===== config.mk =====
export PLATFORM = sky130hd
export DESIGN_NAME = mesi_ctrl
export DESIGN_NICKNAME = d
export VERILOG_FILES = /design/src/hdl/mesi_pkg.sv /design/src/hdl/mesi_ctrl.sv
export SDC_FILE = /design/constraint.sdc
export NUM_CORES = 1
export LEC_CHECK = 0
export BUFFER_PORTS_ARGS = -buffer_cell sky130_fd_sc_hd__buf_2
export CAP_MARGIN = 40
export CORE_AREA = 2 2 39 41
export CTS_BUF_LIST = sky130_fd_sc_hd__clkbuf_16
export DETAILED_ROUTE_END_ITERATION = 12
export DIE_AREA = 0 0 41 43
export MAX_ROUTING_LAYER = met4
export PLACE_DENSITY = 0.35
export SLEW_MARGIN = 10
export SYNTH_ARGS = -nofsm -noshare
export SYNTH_HDL_FRONTEND = slang
export SYNTH_SLANG_ARGS = --single-unit

===== constraint.sdc =====
create_clock -name clk -period 1.3 [get_ports clk]
set_input_delay 0.39 -clock clk [delete_from_list [all_inputs] [get_ports clk]]
set_output_delay 0.39 -clock clk [all_outputs]
set_load 0.03 [all_outputs]

===== src/hdl/mesi_pkg.sv =====
// shared types and constants of the mesi snooping cache controller
package mesi_pkg;

	localparam logic [1:0] KIND_READ  = 2'd0;
	localparam logic [1:0] KIND_WRITE = 2'd1;
	localparam logic [1:0] KIND_SNRD  = 2'd2;
	localparam logic [1:0] KIND_SNINV = 2'd3;

	localparam logic [2:0] ST_EMPTY     = 3'd0;
	localparam logic [2:0] ST_INVALID   = 3'd1;
	localparam logic [2:0] ST_SHARED    = 3'd2;
	localparam logic [2:0] ST_EXCLUSIVE = 3'd3;
	localparam logic [2:0] ST_MODIFIED  = 3'd4;

	localparam logic [1:0] CMD_NONE  = 2'd0;
	localparam logic [1:0] CMD_BUSRD = 2'd1;
	localparam logic [1:0] CMD_RDX   = 2'd2;
	localparam logic [1:0] CMD_INV   = 2'd3;

	localparam logic [9:0] PEN_WB    = 10'd100;
	localparam logic [9:0] PEN_EXCL  = 10'd100;
	localparam logic [9:0] PEN_WMISS = 10'd200;

	typedef struct packed {
		logic hit;
		logic retry;
		logic snoop_found;
		logic [1:0] bus_command;
		logic writeback;
		logic evicted;
		logic [9:0] penalty_cycles;
		logic [1:0] data_blocks;
	} mesi_result_t;

	// controller to datapath
	typedef struct packed {
		logic capture;   // latch the item and start the set read
		logic update;    // write the updated set and form the result
	} mesi_cmd_t;

endpackage


===== src/hdl/mesi_ctrl.sv =====
// controller state machine: capture, update, present result
module mesi_ctrl (
	input  logic clk,
	input  logic arst_n,
	input  logic in_valid,
	output logic in_ready,
	output logic out_valid,
	input  logic out_ready,
	output mesi_pkg::mesi_cmd_t cmd
);
	import mesi_pkg::*;

	localparam logic [1:0] S_IDLE = 2'd0;
	localparam logic [1:0] S_LOOK = 2'd1;
	localparam logic [1:0] S_DONE = 2'd2;

	logic [1:0] state_q;
	logic start;

	// a new item may enter while the finished result is being taken
	assign in_ready  = (state_q == S_IDLE) || (state_q == S_DONE && out_ready);
	assign out_valid = (state_q == S_DONE);
	assign start     = in_valid && in_ready;
	assign cmd.capture = start;
	assign cmd.update  = (state_q == S_LOOK);

	always_ff @(posedge clk or negedge arst_n) begin
		if (!arst_n) begin
			state_q <= S_IDLE;
		end else begin
			unique case (state_q)
				S_IDLE: begin
					if (start) state_q <= S_LOOK;
				end
				S_LOOK: state_q <= S_DONE;
				S_DONE: begin
					if (start) state_q <= S_LOOK;
					else if (out_ready) state_q <= S_IDLE;
				end
				default: state_q <= S_IDLE;
			endcase
		end
	end
endmodule


==> results of run 1 <==
## critical path, cell delays in order, from the launching register on
cell and delay, ns:
sky130_fd_sc_hd__dfrtp_1 0.38, sky130_fd_sc_hd__nor2b_4 0.15, sky130_fd_sc_hd__nor3b_2 0.15, sky130_fd_sc_hd__buf_4 0.18
## area by class of cell
cell class / count / area (um2)
multi-input cells: 7 / 62.6
flip-flops and latches: 2 / 51.3
fillers: 158 / 1100
clock buffers: 3 / 75.1
well taps: 16 / 20.0
inverters: 1 / 3.75
repair buffers: 10 / 73.8
## Yosys cell counts (all sizes together)
| library cell | n | area, um2 |
|---|---|---|
| dfrtp | 2 | 50.1 |
| nor3b | 2 | 15.0 |
| nor2 | 1 | 3.75 |
| buf | 1 | 7.51 |
| nor2b | 3 | 28.8 |
| a21o | 1 | 7.51 |
| inv | 1 | 3.75 |
## layer usage
layer,wire length [um],global-route usage (%),vias up
met5,0,-,-
met4,0,6.00,0
li1,-,-,58
met3,53,4.71,0
met2,117,4.69,8
met1,142,6.11,44
## path summary, 6_finish.rpt
| path | startpoint | end | slack, ns | cells after the start |
|---|---|---|---|---|
| max | state_q[1]$_DFFE_PN0P_ | cmd[1] | -0.16 | 3 |
| min in group asynchronous | arst_n | state_q[0]$_DFFE_PN0P_ | 0.49 | 2 |
| min | in_valid | state_q[0]$_DFFE_PN0P_ | 0.44 | 2 |
| max reg2reg | state_q[1]$_DFFE_PN0P_ | state_q[1]$_DFFE_PN0P_ | 0.37 | 3 |
| min reg2reg | state_q[0]$_DFFE_PN0P_ | state_q[0]$_DFFE_PN0P_ | 0.58 | 2 |
| max in group asynchronous | arst_n | state_q[0]$_DFFE_PN0P_ | 0.70 | 2 |
## power by group through the flow
stage                     clock network [W]  registers, W  logic [W]
after floorplan                           0     0.0000845  0.0000895
after global placement                    0     0.0000857   0.000112
after detailed placement                  0     0.0000862   0.000114
after CTS                          0.000465     0.0000851   0.000143
after global routing               0.000472     0.0000884   0.000160
final                              0.000456     0.0000861   0.000148
## through the flow
stage               total power, W  instance area [um2]  TNS, ns
CTS                       0.000693                  278   -0.346
detailed placement        0.000200                  166  -0.0122
floorplan                 0.000174                  119        0
global route              0.000721                  287   -0.480
global placement          0.000198                  166  -0.0196
finish                    0.000690                  287   -0.300
## cell families after synthesis
kind of cell | count (synthesis) | share of synthesized area (%)
AO/OA/AOI/OAI | 1 | 6.45
buffers and inverters | 2 | 9.68
flip-flops | 2 | 43.0
AND/OR/NAND/NOR | 6 | 40.9
## repair_timing
item                                    in CTS  in global routing
resized for setup                            6                  1
hold endpoints to repair                     2                  0
hold buffers                                 1                  0
endpoints found under the setup margin       4                  4
setup buffers                                1                  1
==> impl_summary.md, run 1 <==
Outcome
The flow ran to the end, but the final reports show violations. The final reports fail on setup timing.

Global route
The global-route total usage across every layer is 5.35%. The global-route wire length before repair is 517 um. The maximum number of pins on one net before global-route repair is 6. Summed over all layers, the global routing overflow is 0. The number of antenna violations at the first check in global routing is 0.

The number of global-route vias before repair is 128.

Critical path
The worst setup path is captured at a primary output. The maximum fanout count along the critical path is 3. The worst setup path is of the flop to primary output kind.

At the worst endpoint, the required time is 0.91 ns. The worst setup path is launched from a flop. STA puts the critical path data arrival time at 1.07 ns.

Clock tree
The CTS tree is yes. The clock-pin transition on the worst setup and hold timing paths is 0.03 ns. The clock insertion delay at the later pin of the skew report is 0.22 ns. The TritonCTS buffer count is 3. The buffer type at the clock tree root is sky130_fd_sc_hd__clkbuf_16. Counting every sink on the clock net gives 2. The level count of the clock H-tree is 1.

In this run the deepest clock path goes through 2 buffers.

Die
The floorplan row count is 14. The width of the die is 41 um. The area of the core is 1380 um2.

The chip height is 43 um. The full die area is 1760 um2. For this configuration, the core starts out at a cell density of 8.41%. The number of top-level pins is 8.

STA
The final clock period utilization by the worst path is 112%. Derived from the worst setup path, the maximum achievable clock frequency is 686 MHz. The final max-slew violation count is 0. The relative slew slack is 89.7%. In the post-route analysis, the smallest setup slack over all paths is -0.158 ns.

The final critical delay including setup and external delays is 1.46 ns. The final hold violation count is 0. The worst-margin pin slew is 0.154 ns.

The minimum hold slack is 0.441 ns. The worst clock skew is 0.000459 ns. Setup repair after global routing could not meet its margin everywhere. Setup violations remaining at the end of the flow were counted as 4.

Cells and area
The number of flip-flops under the largest register name is 2. At the end of the flow the core is filled with cells to 20.7%. In the final layout, the registers with the most flip-flops are state_q x2.

In the final layout, the share of cells above drive strength 1 is 73.9%. For this run, the number of standard cells in the final layout without fillers is 39. The final layout contains 29 nets. state_q holds more flip-flops than any other register. The top cell types in the final layout, fill and taps aside, are 5 x sky130_fd_sc_hd__buf_4, 3 x sky130_fd_sc_hd__clkbuf_16, 3 x sky130_fd_sc_hd__buf_2. The number of antenna cells inserted is 0. Leaving out fill and tap cells, the most frequent cell in the layout is sky130_fd_sc_hd__buf_4. The area growth from synthesis to layout is 146%.

Power and ir drop
The analysis attributes to net switching a power of 0.000152 W. The static leakage is 0.140 nW. Sequential cells account for 12.5% of the total power. In this run the power density over the cells is 2410 nW/um2.

The worst supply voltage drop on vdd is 0.000447 V. The clock group share of total power is 66.1%. Internal power comes to 0.000537 W.

The share of total power dissipated in combinational logic is 21.5%. Net switching is 22.1% of the power.

Yosys
After synthesis the netlist holds a flip-flop and latch count of 2. In this run the cell area of the synthesized design comes to 116 um2. The synthesis warning total is 0. The post-synthesis net count is 15. The cell count after synthesis is 11. The fraction of the yosys area taken by sequential cells is 43.0%. After synthesis, the netlist uses 9 different library cells. The average footprint of a synthesized cell is 10.6 um2.

Routing
The number of vias after detailed routing is 110. The post-detailed-route via-to-cell ratio is 2.82. The first-pass iteration count of the detailed router is 2.

The violation count after the first detailed-route iteration is 1. In this run the remaining antenna-violating nets after routing total 0. After detailed routing, the number of remaining DRC violations is 0. The sum of routed wire length over all layers is 312 um. In the final routed layout, each cell accounts on average for 8.00 um.

Job
The number of maximum-capacitance violations is 0.

Placement
In this run the tool buffered the top-level ports with 7 buffer cells. The pre-CTS worst setup slack is -0.0122 ns. Routability-driven placement finished with a final weighted congestion of 0.489. The number of instances in the placed design is 33.

Hold path
The path category of the worst min-delay check is primary input to flop.
No activity file was read; power rests on OpenSTA's default activity.
==> run 2: changes to the inputs <==
- REMOVE_ABC_BUFFERS: default -> 1
==> run 2 against run 1 <==
  * The flow still finishes with violations (setup timing)
  * Final cell count down 2.6%
  * Sequential cell count unchanged
  * Combinational power about the same
  * Worst setup slack better by 0.00059 ns
  * Critical path depth unchanged
  * Highest routed layer is now met4
==> impl_summary.md, run 2 (same netlist as run 1, synthesis figures left out) <==
Routing
The first-pass iteration count of the detailed router came to 1 (was 2). The number of nets with antenna violations after routing is 0 (unchanged). The number of vias after detailed routing is 114 (was 110). The wire length per cell after detailed routing came to 8.89 um (was 8.00 um).

The violation count after the first detailed-route iteration is 0 (was 1). The post-detailed-route via-to-cell ratio is 3.00 (was 2.82). The post-route DRC violation count was 0 (unchanged). The sum of routed wire length over all layers is 338 um (was 312 um).

Critical path
The reg-to-reg endpoint was state_q[1]$_DFFE_PN0P_ (unchanged). The reg2reg setup slack is 0.43 ns (was 0.37 ns). The path type of the worst setup path is flop to primary output (unchanged). The maximum fanout count along the critical path is 4 (was 3). The nature of the critical path endpoint was a primary output (unchanged). The data required time at the worst endpoint was 0.91 ns (about the same). The kind of start point of the critical path is a flop (unchanged). The startpoint of the most critical register-to-register path is state_q[0]$_DFFE_PN0P_ (was state_q[1]$_DFFE_PN0P_). The logic depth of the worst register-to-register path came to 2 (was 3). The worst path arrival time is 1.07 ns (about the same).

Clock tree
The clock-pin transition on the worst setup and hold timing paths is 0.03 ns (about the same). The clock insertion delay at the later pin of the skew report is 0.22 ns (about the same). The number of buffers inserted to repair setup after CTS is 0 (was 1). The TritonCTS buffer count is 3 (unchanged).

The CTS tree is yes (unchanged). The level count of the clock H-tree is 1 (unchanged). The maximum clock insertion buffer count was 2 (unchanged). The buffer type at the clock tree root is sky130_fd_sc_hd__clkbuf_16 (unchanged).

The clock sink total came to 2 (unchanged).

STA
The count of endpoints failing setup in the final report is 4 (unchanged). The final clock period utilization by the worst path came to 112% (about the same). The relative slew slack came to 88.2% (was 89.7%). The final hold violation count was 0 (unchanged). The final critical delay including setup and external delays was 1.46 ns (about the same). The minimum setup slack in the final design came to -0.157 ns (was -0.158 ns). The worst-margin pin slew was 0.177 ns (was 0.154 ns).

The worst clock skew is 0.000624 ns (was 0.000459 ns). The final max-slew violation count was 0 (unchanged). Unrepaired setup endpoints after global routing: true (unchanged).

The maximum operating frequency came to 686 MHz (about the same). The final setup TNS was -0.460 ns (was -0.300 ns).

Die
The area of the core came to 1380 um2 (unchanged). The chip height is 43 um (unchanged). The number of top-level pins is 8 (unchanged).

The full die area was 1760 um2 (unchanged). The width of the die is 41 um (unchanged). The initial core utilization is 8.41% (unchanged). The floorplan row count came to 14 (unchanged).

Hold path
The endpoint with the worst hold slack is state_q[0]$_DFFE_PN0P_ (unchanged). The cell depth of the worst hold path came to 2 (unchanged). The source of the worst hold timing path is in_valid (unchanged).

The path category of the worst min-delay check is primary input to flop (unchanged).

Cells and area
The leading cell type in the layout, fill and taps excluded is sky130_fd_sc_hd__buf_4 (unchanged). The final non-filler cell area came to 275 um2 (was 287 um2). The share of final-layout standard cells stronger than drive strength 1 is 63.6% (was 73.9%). Leading registers by flop count: state_q x2 (unchanged). The number of flip-flops under the largest register name is 2 (unchanged). The register name with the most flops is state_q (unchanged).

The number of antenna cells inserted is 0 (unchanged). The fill cell instance count of the final layout is 152 (was 158). Leading cell types in the layout, fill and taps excluded: 4 x sky130_fd_sc_hd__buf_4, 3 x sky130_fd_sc_hd__clkbuf_16, 3 x sky130_fd_sc_hd__buf_2, 2 x sky130_fd_sc_hd__dfrtp_1 (was 5 x sky130_fd_sc_hd__buf_4, 3 x sky130_fd_sc_hd__clkbuf_16, 3 x sky130_fd_sc_hd__buf_2). The total number of nets in the final design is 28 (was 29). The area overhead of the layout relative to synthesis came to 137% (was 146%).

The final cell utilization of the core is 19.9% (was 20.7%).

Placement
The count of input and output buffers was 7 (unchanged). The global placement routability congestion is 0.590 (was 0.489). Summed over all nets, the half-perimeter wirelength after detailed placement is 225 um.

The instance area at placement is 171 um2 (was 166 um2).

Power and ir drop
The static leakage is 0.135 nW (was 0.140 nW). The worst supply voltage drop on vdd is 0.000870 V (was 0.000447 V). The total power consumption of the routed design was 0.000690 W (about the same).

The total power per unit cell area was 2510 nW/um2 (was 2410 nW/um2).

Global route
The maximum number of pins on one net before global-route repair is 7 (was 6). The global-route wire length before repair is 538 um (was 517 um). The number of global-route vias before repair came to 127 (was 128). The global-route total usage across every layer is 5.66% (was 5.35%). The total overflow reported by the global router is 0 (unchanged). The number of antenna violations at the first check in global routing was 0 (unchanged).

Outcome
Violations in the final reports: setup timing (unchanged). Run status: finished with violations (unchanged).

Job
The number of maximum-capacitance violations is 0 (unchanged).
==> run 2: cell count changes in the layout (fill, tap and decap cells not counted) <==
cell and delta:
sky130_fd_sc_hd__dfrtp_1 +1, sky130_fd_sc_hd__dfrtp_2 -1, sky130_fd_sc_hd__buf_4 -1, sky130_fd_sc_hd__nor2_2 -1
sky130_fd_sc_hd__nor2_1 +1
==> run 2: how the worst max path moves through the flow <==
stage / from / endpoint / cells after the start
2_1_floorplan: state_q[1]$_DFFE_PN0P_ / cmd[1] / 2
3_3_place_gp: out_ready / cmd[1] / 4
3_5_place_dp: out_ready / cmd[1] / 4
4_1_cts: state_q[1]$_DFFE_PN0P_ / cmd[1] / 3
5_1_grt: state_q[1]$_DFFE_PN0P_ / cmd[1] / 3
6_report: state_q[1]$_DFFE_PN0P_ / cmd[1] / 3
==> run 2: critical path: stages, from the launching register on <==
cell and delay (ns):
sky130_fd_sc_hd__dfrtp_1 0.37, sky130_fd_sc_hd__nor2b_4 0.14, sky130_fd_sc_hd__nor3b_2 0.16, sky130_fd_sc_hd__buf_4 0.18
==> run 2: area by class of cell <==
cell class,count,area (um2),share of cell area [%]
clock buffers,3,75.1,27.3
repair buffers,9,66.3,24.1
multi-input cells,7,60.1,21.8
flip-flops and latches,2,50.0,18.2
well taps,16,20.0,7.27
inverters,1,3.75,1.36
==> run 2: through the flow <==
step / hold slack [ns] / std cells / setup WS (ns)
floorplan: 0.0944 / 10 / -0.331
finish: 0.447 / 38 / -0.157
global route: 0.451 / 38 / -0.206
global placement: 0.179 / 34 / -0.00393
detailed placement: 0.180 / 34 / -0.0130
CTS: 0.447 / 38 / -0.159
==> run 2: repair_timing <==
item | in CTS | in global routing
hold buffers | 1 | 0
hold endpoints to repair | 2 | 0
setup endpoints to repair | 4 | 4
resized for setup | 6 | 0
==> run 2: power by group <==
| group | switching, W | internal [W] |
|---|---|---|
| combinational | 0.0000777 | 0.0000687 |
| sequential | 0.0000103 | 0.0000740 |
| clock | 0.0000680 | 0.000391 |
| total | 0.000156 | 0.000534 |
==> run 2: metal layers <==
layer	up-vias	routed length, um	share of wire [%]	global-route usage [%]
li1	56	-	-	-
met1	45	181	54	6.43
met2	11	101	30	4.38
met3	2	44	13	6.28
met4	0	11	3.3	6.00
met5	-	0	0	-
